===== config.mk =====
export PLATFORM = sky130hd
export DESIGN_NAME = interrupt_pulse_sequencer
export DESIGN_NICKNAME = d
export VERILOG_FILES = /design/src/hw/rtl/ips_pkg.sv /design/src/hw/rtl/ips_cfg_regs.sv /design/src/hw/rtl/ips_core.sv /design/src/hw/rtl/interrupt_pulse_sequencer.sv
export SDC_FILE = /design/constraint.sdc
export NUM_CORES = 1
export LEC_CHECK = 0
export ABC_AREA = 0
export BUFFER_PORTS_ARGS = -buffer_cell sky130_fd_sc_hd__buf_4
export CAP_MARGIN = 20
export CORE_MARGIN = 2
export CORE_UTILIZATION = 60
export DETAILED_ROUTE_END_ITERATION = 12
export PLACE_DENSITY = 0.82
export SLEW_MARGIN = 20
export SYNTH_ARGS = -nofsm -noshare
export SYNTH_HDL_FRONTEND = slang
export SYNTH_SLANG_ARGS = --single-unit

===== constraint.sdc =====
create_clock -name clk_i -period 6.9 [get_ports clk_i]
set_clock_uncertainty 0.2 [all_clocks]
set_input_delay 1.035 -clock clk_i [delete_from_list [all_inputs] [get_ports clk_i]]
set_output_delay 1.035 -clock clk_i [all_outputs]
set_load 0.03 [all_outputs]

===== src/hw/rtl/ips_pkg.sv =====
// ----------------------------------------------------------------------------
// Interrupt pulse sequencer package
// Shared types, item codes and phase codes of the interrupt pulse sequencer.
// ----------------------------------------------------------------------------
package ips_pkg;

  localparam int unsigned TimeW  = 16;
  localparam int unsigned OpW    = 2;
  localparam int unsigned PolW   = 2;
  localparam int unsigned CmdW   = 2;
  localparam int unsigned PhaseW = 3;
  localparam int unsigned CfgIdxW = 1;

  localparam logic [TimeW-1:0] TimeMax      = {TimeW{1'b1}};
  localparam logic [TimeW-1:0] IdleTimeRst  = TimeW'(2);
  localparam logic [TimeW-1:0] PulseTimeRst = TimeW'(2);

  localparam logic [OpW-1:0] OpTick    = 2'd0;
  localparam logic [OpW-1:0] OpRegister = 2'd1;
  localparam logic [OpW-1:0] OpCommand = 2'd2;

  localparam logic [PolW-1:0] PolRising  = 2'd0;
  localparam logic [PolW-1:0] PolFalling = 2'd1;
  localparam logic [PolW-1:0] PolNone    = 2'd2;

  localparam logic [CmdW-1:0] CmdCancel = 2'd0;
  localparam logic [CmdW-1:0] CmdInit   = 2'd1;
  localparam logic [CmdW-1:0] CmdStart  = 2'd2;
  localparam logic [CmdW-1:0] CmdDeinit = 2'd3;

  localparam logic [PhaseW-1:0] PhWaitReg = 3'd0;
  localparam logic [PhaseW-1:0] PhInit    = 3'd1;
  localparam logic [PhaseW-1:0] PhWait    = 3'd2;
  localparam logic [PhaseW-1:0] PhSetup   = 3'd3;
  localparam logic [PhaseW-1:0] PhHold    = 3'd4;
  localparam logic [PhaseW-1:0] PhDeinit  = 3'd5;

  localparam logic [CfgIdxW-1:0] CfgIdleTime  = 1'd0;
  localparam logic [CfgIdxW-1:0] CfgPulseTime = 1'd1;

  typedef struct packed {
    logic [OpW-1:0]   op;
    logic [TimeW-1:0] elapsed_time;
    logic [PolW-1:0]  polarity_code;
    logic             driver_present;
    logic [CmdW-1:0]  command_code;
  } ips_in_t;

  typedef struct packed {
    logic              accepted;
    logic              line_write;
    logic              line_level;
    logic [PhaseW-1:0] phase_code;
  } ips_out_t;

  typedef struct packed {
    logic [TimeW-1:0] idle_time_needed;
    logic [TimeW-1:0] pulse_time_needed;
  } ips_cfg_t;

endpackage


===== src/hw/rtl/ips_cfg_regs.sv =====
// ----------------------------------------------------------------------------
// Interrupt pulse sequencer configuration registers
// Holds the minimum idle time and the minimum pulse time.
// ----------------------------------------------------------------------------
module ips_cfg_regs import ips_pkg::*; (
  input  logic               clk_i,
  input  logic               rst_ni,
  input  logic               cfg_valid_i,
  input  logic [CfgIdxW-1:0] cfg_index_i,
  input  logic [TimeW-1:0]   cfg_wdata_i,
  output ips_cfg_t           cfg_o
);

  ips_cfg_t cfg_d, cfg_q;

  always_comb begin
    cfg_d = cfg_q;
    if (cfg_valid_i) begin
      case (cfg_index_i)
        CfgIdleTime:  cfg_d.idle_time_needed  = cfg_wdata_i;
        CfgPulseTime: cfg_d.pulse_time_needed = cfg_wdata_i;
        default: ;
      endcase
    end
  end

  always_ff @(posedge clk_i or negedge rst_ni) begin
    if (!rst_ni) begin
      cfg_q.idle_time_needed  <= IdleTimeRst;
      cfg_q.pulse_time_needed <= PulseTimeRst;
    end else begin
      cfg_q <= cfg_d;
    end
  end

  assign cfg_o = cfg_q;

endmodule


===== src/hw/rtl/ips_core.sv =====
// ----------------------------------------------------------------------------
// Interrupt pulse sequencer core
// Sequencer state and the step logic that turns one item into one result.
// ----------------------------------------------------------------------------
module ips_core import ips_pkg::*; (
  input  logic     clk_i,
  input  logic     rst_ni,
  input  logic     step_i,
  input  ips_in_t  item_i,
  input  ips_cfg_t cfg_i,
  output ips_out_t result_o
);

  logic [PhaseW-1:0] phase_d, phase_q;
  logic [PolW-1:0]   pol_d, pol_q;
  logic              drv_d, drv_q;
  logic [CmdW-1:0]   cmd_d, cmd_q;
  logic [TimeW-1:0]  at_d, at_q;
  logic [TimeW-1:0]  dt_d, dt_q;
  logic              idle_lvl;
  logic [TimeW-1:0]  dt_sat, at_sat, dt_grd, at_grd;

  function automatic logic [TimeW-1:0] sat_add(logic [TimeW-1:0] a, logic [TimeW-1:0] b);
    logic [TimeW:0] s;
    s = {1'b0, a} + {1'b0, b};
    return s[TimeW] ? TimeMax : s[TimeW-1:0];
  endfunction

  assign idle_lvl = (pol_q == PolRising) ? 1'b0 : 1'b1;
  assign dt_sat   = sat_add(dt_q, item_i.elapsed_time);
  assign at_sat   = sat_add(at_q, item_i.elapsed_time);
  assign dt_grd   = (dt_q < cfg_i.idle_time_needed) ? dt_sat : cfg_i.idle_time_needed;
  assign at_grd   = (at_q < cfg_i.pulse_time_needed) ? at_sat : cfg_i.pulse_time_needed;

  always_comb begin
    phase_d = phase_q;
    pol_d   = pol_q;
    drv_d   = drv_q;
    cmd_d   = cmd_q;
    at_d    = at_q;
    dt_d    = dt_q;
    result_o.accepted   = 1'b0;
    result_o.line_write = 1'b0;
    result_o.line_level = 1'b0;
    case (item_i.op)
      OpRegister: begin
        if (item_i.driver_present &&
            (item_i.polarity_code == PolRising || item_i.polarity_code == PolFalling) &&
            phase_q == PhWaitReg) begin
          drv_d = 1'b1;
          pol_d = item_i.polarity_code;
          result_o.accepted = 1'b1;
        end
      end
      OpCommand: begin
        if (drv_q && pol_q != PolNone) begin
          cmd_d = item_i.command_code;
          result_o.accepted = 1'b1;
        end
      end
      OpTick: begin
        result_o.accepted = 1'b1;
        case (phase_q)
          PhWaitReg: begin
            if (cmd_q == CmdInit) phase_d = PhInit;
          end
          PhInit: begin
            result_o.line_write = 1'b1;
            result_o.line_level = idle_lvl;
            dt_d    = dt_grd;
            phase_d = PhWait;
          end
          PhWait: begin
            result_o.line_write = 1'b1;
            result_o.line_level = idle_lvl;
            dt_d = dt_grd;
            if (cmd_q == CmdStart) begin
              phase_d = PhSetup;
            end else if (cmd_q == CmdDeinit) begin
              phase_d = PhDeinit;
            end
          end
          PhSetup: begin
            if (cmd_q == CmdCancel) begin
              phase_d = PhWait;
              dt_d    = '0;
            end else if (dt_q < cfg_i.idle_time_needed) begin
              dt_d = dt_sat;
            end else begin
              result_o.line_write = 1'b1;
              result_o.line_level = ~idle_lvl;
              dt_d    = '0;
              at_d    = at_grd;
              phase_d = PhHold;
            end
          end
          PhHold: begin
            if (at_q < cfg_i.pulse_time_needed) begin
              at_d = at_sat;
            end else begin
              result_o.line_write = 1'b1;
              result_o.line_level = idle_lvl;
              cmd_d   = CmdCancel;
              phase_d = PhWait;
              at_d    = '0;
              dt_d    = dt_grd;
            end
          end
          PhDeinit: begin
            result_o.line_write = 1'b1;
            result_o.line_level = 1'b0;
            drv_d   = 1'b0;
            pol_d   = PolNone;
            phase_d = PhWaitReg;
            at_d    = '0;
            dt_d    = '0;
          end
          default: ;
        endcase
      end
      default: ;
    endcase
    result_o.phase_code = phase_d;
  end

  always_ff @(posedge clk_i or negedge rst_ni) begin
    if (!rst_ni) begin
      phase_q <= PhWaitReg;
      pol_q   <= PolNone;
      drv_q   <= 1'b0;
      cmd_q   <= CmdCancel;
      at_q    <= '0;
      dt_q    <= '0;
    end else if (step_i) begin
      phase_q <= phase_d;
      pol_q   <= pol_d;
      drv_q   <= drv_d;
      cmd_q   <= cmd_d;
      at_q    <= at_d;
      dt_q    <= dt_d;
    end
  end

endmodule


===== src/hw/rtl/interrupt_pulse_sequencer.sv =====
// ----------------------------------------------------------------------------
// Interrupt pulse sequencer
// Drives an interrupt line as a timed pulse from ticks, register requests and
// commands, one result per input item.
// ----------------------------------------------------------------------------
// Results: each item is held in the input register; the step logic writes its
// result to the result register when that register is free or being taken.
// Throughput: one item per cycle while results are taken; a held result stalls
// the step logic, which updates the state once per item.
// Reset: asynchronous, active low; clears the sequencer state and sets both
// minimum times to 2. Configuration writes are taken in every cycle.
module interrupt_pulse_sequencer import ips_pkg::*; (
  input  logic               clk_i,
  input  logic               rst_ni,
  input  logic               in_valid_i,
  output logic               in_ready_o,
  input  ips_in_t            in_data_i,
  output logic               out_valid_o,
  input  logic               out_ready_i,
  output ips_out_t           out_data_o,
  input  logic               cfg_valid_i,
  output logic               cfg_ready_o,
  input  logic [CfgIdxW-1:0] cfg_index_i,
  input  logic [TimeW-1:0]   cfg_wdata_i
);

  ips_in_t  in_q;
  logic     in_vld_q;
  ips_out_t out_q;
  ips_out_t result;
  logic     out_vld_q;
  logic     step;
  ips_cfg_t cfg;

  assign step        = in_vld_q && (!out_vld_q || out_ready_i);
  assign in_ready_o  = !in_vld_q || step;
  assign cfg_ready_o = 1'b1;

  ips_cfg_regs u_cfg_regs (
    .clk_i       (clk_i),
    .rst_ni      (rst_ni),
    .cfg_valid_i (cfg_valid_i),
    .cfg_index_i (cfg_index_i),
    .cfg_wdata_i (cfg_wdata_i),
    .cfg_o       (cfg)
  );

  ips_core u_core (
    .clk_i    (clk_i),
    .rst_ni   (rst_ni),
    .step_i   (step),
    .item_i   (in_q),
    .cfg_i    (cfg),
    .result_o (result)
  );

  always_ff @(posedge clk_i or negedge rst_ni) begin
    if (!rst_ni) begin
      in_vld_q  <= 1'b0;
      out_vld_q <= 1'b0;
    end else begin
      if (in_ready_o) in_vld_q <= in_valid_i;
      if (step) begin
        out_vld_q <= 1'b1;
      end else if (out_ready_i) begin
        out_vld_q <= 1'b0;
      end
    end
  end

  always_ff @(posedge clk_i) begin
    if (in_valid_i && in_ready_o) in_q <= in_data_i;
    if (step) out_q <= result;
  end

  assign out_valid_o = out_vld_q;
  assign out_data_o  = out_q;

endmodule


==> impl_metrics.ini, run 1 <==
[synthesis]
syn_inst = 709
ys_async_sr_fraction_pct = 71.8
ys_seq_area_share_pct = 39.9
netlist_area_um2 = 6830
avgSynthCellArea_um2 = 9.63
synth_mux_area_share_pct = 3.63
ys_ff_latch = 103
yosysTopAreaCell = dfrtp_1
synth_top_family_by_area = compound AO/OA/AOI/OAI gates
synth_compound_area_share_pct = 23.7
synth_xor_area_share_pct = 3.34
post_synth_most_frequent_cells = dfrtp_1 (71), nand2_1 (71), ha_1 (62)
synthAdderAreaFrac_pct = 12.0
synth_top_area_share_pct = 26.0
synthTopCellsByArea = dfrtp_1 (26%), edfxtp_1 (13%), ha_1 (11%)
yosys_most_used_dff = dfrtp_1
yosys_warnings = 0
syn_nets = 818
synth_cell_types = 73
synth-edff-count = 29
synth-simple-area-share_pct = 12.5

[clock_network]
clockBufferDepth = 2
cts_buffers = 9
cts_max_level = 3
post_cts_buffers = 0
clock_latency_ps = 370
cts_resized = 0
cts_hold_buf = 0
cts_tree = done
clockRootBuffer = clkbuf_16
clock_sinks = 103
cts.clk_slew.worst_paths_ps = 70

[power_and_ir_drop]
total_power_uw = 3290
ir_drop_mv = 0.317
powerDensity_nw_per_um2 = 435
static-leakage-power_uw = 0.00339

[critical_path]
cp_slowest_cell = nor2_1
slowest_delay_ps = 900
cp_top_family = simple AND/OR/NAND/NOR gates
cp.required_ps = 6980
endpoint_kind = flop
path_max_fanout = 15
critical_path_arrival_ps = 3290
startpoint_type = flop
crit_type = flop to flop
crit_path_cell_trace = ha_1, nand4_1, a211oi_1, o21ai_1, o21a_1, nor2_1, a2bb2oi_1, a21oi_1
crit_buf_inv = 0

[routing]
ant_nets = 0
dr.pass1.iters = 5
viasPerCell = 6.29
routed_wirelength_um = 16800
drt_iter0_drc = 441
vias = 5593
drc_errors = 0
wl_per_cell_um = 18.8

[timing]
fmax_ghz = 0.312
setup_viol = 0
period_needed_ps = 3200
maxSlewViolCount = 0
maxSlewHeadroom_pct = 26.4
tightest_slew_ps = 1100
finalSetupTns_ps = 0
final-hold-violation-count = 0
hold_slack_ps = 294
rsz0062_at_grt = no
fin_crit_sh_pct = 46.4

[global_routing]
top_usage_layer = met2
grt_pass1_wl_um = 27800
grtUsageMet2_pct = 45.7
grtUsageMet1_pct = 36.2
grt_util_met3_pct = 6.45
grt-ovfl-total = 0
grt_antenna_before_repair = 0
grt_pass1_vias = 5645
grt.total_usage_pct = 28.3
grt_max_degree = 75

[flow_run]
maxCapViolations = 0

[final_layout]
fin_area_um2 = 7550
layout.cells.non_filler = 889
synthToLayoutAreaGrowth_pct = 10.6
layout.nets = 853
drive_above_1_share_pct = 14.8
antenna_cells = 0

[placed_design]
gp_congestion = 0.918
dpl_cell_area_um2 = 7250
hpwl_um = 12400
io_buffers = 52
dpl.cell_count = 873

[status]
status = completed

[floorplan]
initial_utilization_pct = 62.1
die_width_um = 111
core_area_um2 = 11000
rows = 38
die_area_um2 = 12200
boundaryPins = 54
die_h_um = 111

[worst_hold_path]
hold_path_class = flop to flop
-- sequential cells by signal (all words and copies together) (netlist names) --
signal,count
u_core.pol_q,2
u_core.phase_q,3
in_vld_q,1
out_data_o,6
in_q,23
u_core.at_q,16
u_core.cmd_q,2
u_core.drv_q,1
u_core.dt_q,16
u_cfg_regs.cfg_o,32
out_valid_o,1
-- power by group --
group	leakage (µW)	internal, µW	switching (µW)	total [µW]
sequential	0.00117	787	172	959
combinational	0.00207	769	1040	1810
clock	0.000151	285	231	516
-- path summary, 6_finish.rpt --
| check | endpoint | startpoint | depth (start not counted) | slack, ps |
|---|---|---|---|---|
| setup / recovery | u_core.at_q[1]$_DFFE_PN0P_ | u_core.at_q[15]$_DFFE_PN0P_ | 8 | 3700 |
| hold / removal | u_core.drv_q$_DFFE_PN0P_ | u_core.drv_q$_DFFE_PN0P_ | 1 | 290 |
| setup reg to reg | u_core.at_q[1]$_DFFE_PN0P_ | u_core.at_q[15]$_DFFE_PN0P_ | 8 | 3700 |
| hold reg to reg | u_core.drv_q$_DFFE_PN0P_ | u_core.drv_q$_DFFE_PN0P_ | 1 | 290 |
| max in group asynchronous | u_core.dt_q[2]$_DFFE_PN0P_ | rst_ni | 1 | 5260 |
| min in group asynchronous | u_cfg_regs.cfg_o[27]$_DFFE_PN0P_ | rst_ni | 1 | 630 |
-- placed cells by master (no fill, tap or decap), drive strengths merged, types with 12 or more instances in the layout --
cell and count:
ha 62, inv 43, o21ai 52, edfxtp 29, xnor2 17, a31oi 13, nand3 13, dfrtp 71
buf 56, mux2 22, nand2 71, a21o 16, a21oi 53, clkbuf 13, nor2 56, a2bb2oi 12
-- stage by stage --
| step | utilization [%] | worst slack, ps |
|---|---|---|
| floorplan | - | 4180 |
| global placement | 66.0 | 3590 |
| detailed placement | 66.0 | 3420 |
| CTS | 68.7 | 3740 |
| global route | 68.8 | 3440 |
| finish | 68.8 | 3700 |
-- metal layers --
| layer | wire length [µm] | part of all wire, % | vias to the layer above |
|---|---|---|---|
| met5 | 0 | 0 | - |
| met4 | 701 | 4.2 | 0 |
| met3 | 986 | 5.9 | 47 |
| met2 | 7820 | 47 | 201 |
| met1 | 7250 | 43 | 2662 |
| li1 | - | - | 2683 |
-- cell families (layout without fill, tap and decap cells) --
kind of cell    Yosys count  count (layout)
mux                      22              22
compound gates          230             230
xor+xnor                 26              26
flops                   103             103
buf+inv                  75             115
other cells               1               1
fa+ha+maj                64              64
simple gates            188             188
-- final cells by class --
type,instances,area (µm²)
Inverter,43,161
Tap cell,140,175
Sequential cell,103,2730
Fill cell,851,3430
Timing Repair Buffer,56,420
Clock inverter,3,15.0
Clock buffer,13,282
Multi-Input combinational cell,531,3770
No activity file was read; power rests on OpenSTA's default activity.
==> run 2: changes to the inputs <==
--- a/config.mk
+++ b/config.mk
@@ -9,9 +9,9 @@
 export BUFFER_PORTS_ARGS = -buffer_cell sky130_fd_sc_hd__buf_4
 export CAP_MARGIN = 20
 export CORE_MARGIN = 2
-export CORE_UTILIZATION = 60
+export CORE_UTILIZATION = 55
 export DETAILED_ROUTE_END_ITERATION = 12
-export PLACE_DENSITY = 0.82
+export PLACE_DENSITY = 0.79
 export SLEW_MARGIN = 20
 export SYNTH_ARGS = -nofsm -noshare
 export SYNTH_HDL_FRONTEND = slang
==> constraint.sdc (replaced) <==
create_clock -name clk_i -period 2.9 [get_ports clk_i]
set_clock_uncertainty 0.2 [all_clocks]
set_input_delay 0.435 -clock clk_i [delete_from_list [all_inputs] [get_ports clk_i]]
set_output_delay 0.435 -clock clk_i [all_outputs]
set_load 0.03 [all_outputs]
==> run 2 against run 1 <==
Compared with the run above:
- sequential cell count stayed put
- sequential share of layout area is 1.9 points lower
- fmax increased by 13%
- total power rose to 2.6 times the previous value
- critical path depth grew 1
- clock-buffer cell count fell by 3
- register-to-register slack worse by 3600 ps
- non-clock buffer count is 27 higher
- global-route usage about the same
- via count grew 3.6%
- first-iteration DRC count grew 17%
- worst hold slack worse by 260 ps
- critical path type unchanged
- largest cell class unchanged
==> impl_metrics.ini, run 2 (synthesis results as in run 1) <==
[clock_network]
cts_tree = done
cts_buffers = 9
clock_latency_ps = 360
clockBufferDepth = 2
clockRootBuffer = clkbuf_16
cts_max_level = 3
cts_hold_buf = 0
clock_sinks = 103
cts.clk_slew.worst_paths_ps = 70

[final_layout]
final_cell_mix = buf_4 (79), nand2_1 (71), dfrtp_1 (71), ha_1 (62), nor2_1 (52)
multiInputGateArea_um2 = 3880
antenna_cells = 0
layout.nets = 881
synthToLayoutAreaGrowth_pct = 16.6
utilization_pct = 66.0
drive_above_1_share_pct = 19.6
fill_cells = 948
regArea_um2 = 2730
largest_reg_flops = 32
final_common_cell = buf_4

[critical_path]
endpoint_kind = flop
timing.reg2reg.setup_slack_ps = 70
r2r-start = in_q[5]$_DFFE_PP_
slowest_delay_ps = 410
crit_end = u_core.at_q[13]$_DFFE_PN0P_
startpoint_type = flop
path_max_fanout = 6
crit_type = flop to flop
crit_start = in_q[5]$_DFFE_PP_
worst_r2r_endpoint = u_core.at_q[13]$_DFFE_PN0P_
worst_path_most_repeated_cell = a211o_1
crit_path_cell_trace = ha_1, fa_2, a211o_1, a21oi_2, a211o_1, a31oi_4, buf_6, a31oi_1, o211ai_1
critical_path_arrival_ps = 2860
path_depth = 9
worstRegToRegCells = 9
cp_top_family = compound AO/OA/AOI/OAI gates
cp_slowest_cell = edfxtp_1
cp.required_ps = 2930
crit_buf_inv = 1

[global_routing]
grt_antenna_before_repair = 0
grt.total_usage_pct = 28.3
grt_max_degree = 75
grt-ovfl-total = 0
grt_pass1_vias = 5811
grt_pass1_wl_um = 29000

[timing]
final-hold-violation-count = 0
fmax_ghz = 0.353
finalSetupTns_ps = 0
hold_slack_ps = 32.4
maxSlewViolCount = 0
tightest_slew_ps = 979
period_needed_ps = 2830
setup_viol = 0
fin_crit_sh_pct = 97.7
maxSlewHeadroom_pct = 34.8

[floorplan]
initial_utilization_pct = 56.6
rows = 40
die_area_um2 = 13300
die_width_um = 115
core_area_um2 = 12100
die_h_um = 115
boundaryPins = 54

[placed_design]
hpwl_um = 13300
gp_congestion = 0.910
io_buffers = 52

[power_and_ir_drop]
internal-power_uw = 4750
static-leakage-power_uw = 0.00356
p_sw_uw = 3650
swShare_pct = 43.5
ir_drop_mv = 0.506
seq_power_share_pct = 26.3
p_comb_share_pct = 58.1
p_clk_share_pct = 15.6
powerDensity_nw_per_um2 = 1060

[flow_run]
maxCapViolations = 0

[status]
status = completed

[routing]
drt_iter0_drc = 516
wl_per_cell_um = 19.2
routed_wirelength_um = 18200
vias = 5795
dr.pass1.iters = 5
viasPerCell = 6.13
ant_nets = 0
drc_errors = 0

[worst_hold_path]
hold_path_class = input pin to asynchronous set/reset pin
-- run 2: power groups by stage --
stage | sequential [µW] | combinational [µW] | clock (µW)
6_report | 2210 | 4880 | 1310
5_1_grt | 2240 | 5360 | 1370
4_1_cts | 2190 | 4610 | 1320
3_5_place_dp | 2220 | 4520 | 0
3_3_place_gp | 2180 | 4380 | 0
2_1_floorplan | 2150 | 3440 | 0
-- run 2: through the flow --
stage	total power [µW]	setup WS, ps	instance area (µm²)	instances
floorplan	5590	177	6830	709
global placement	6570	-54.6	7470	923
detailed placement	6730	-189	7470	923
CTS	8120	1.72	7820	939
global route	8980	-12.6	7960	945
finish	8400	67.8	7960	945
-- run 2: per-layer routing --
metal | routed length [µm] | vias up | track usage [%] | part of all wire (%)
li1 | - | 2734 | - | -
met4 | 570 | 0 | 11.4 | 3.1
met3 | 1020 | 40 | 4.69 | 5.6
met1 | 7630 | 2786 | 35.3 | 42
met2 | 8970 | 235 | 49.0 | 49
met5 | 0 | - | 0 | 0
-- run 2: how the worst min path moves through the flow --
stage / from / endpoint / slack, ps / cells after the start
after detailed placement: in_q[3]$_DFFE_PP_ / u_core.pol_q[0]$_DFFE_PN0P_ / 280 / 2
after floorplan: rst_ni / in_vld_q$_DFFE_PN0N_ / -60 / 0
final: rst_ni / u_core.at_q[14]$_DFFE_PN0P_ / 30 / 1
after global routing: in_data_i[22] / in_q[22]$_DFFE_PP_ / 40 / 1
after CTS: in_data_i[22] / in_q[22]$_DFFE_PP_ / 40 / 1
after global placement: u_core.drv_q$_DFFE_PN0P_ / u_core.drv_q$_DFFE_PN0P_ / 270 / 1
-- run 2: final cells by class --
class | count | share of cell area [%]
clock buffer | 10 | 2.88
clock inverter | 6 | 1.07
inverter | 43 | 2.03
multi-input combinational | 532 | 48.7
sequential | 103 | 34.3
tap | 168 | 2.64
timing repair buffer | 83 | 8.41
-- run 2: worst register-to-register path, cell delays in order, from the launching register on --
cell      delay, ps
edfxtp_1        410
ha_1            260
fa_2            370
a211o_1         310
a21oi_2         220
a211o_1         250
a31oi_4         180
buf_6           200
a31oi_1         190
o211ai_1        110
-- run 2: timing repair --
item,4_1_cts,5_1_grt
resized for setup,6,17
gates cloned,0,2
buffers inserted,0,4
pin swaps,1,8
setup endpoints to repair,28,32
endpoints found under the hold margin,0,0
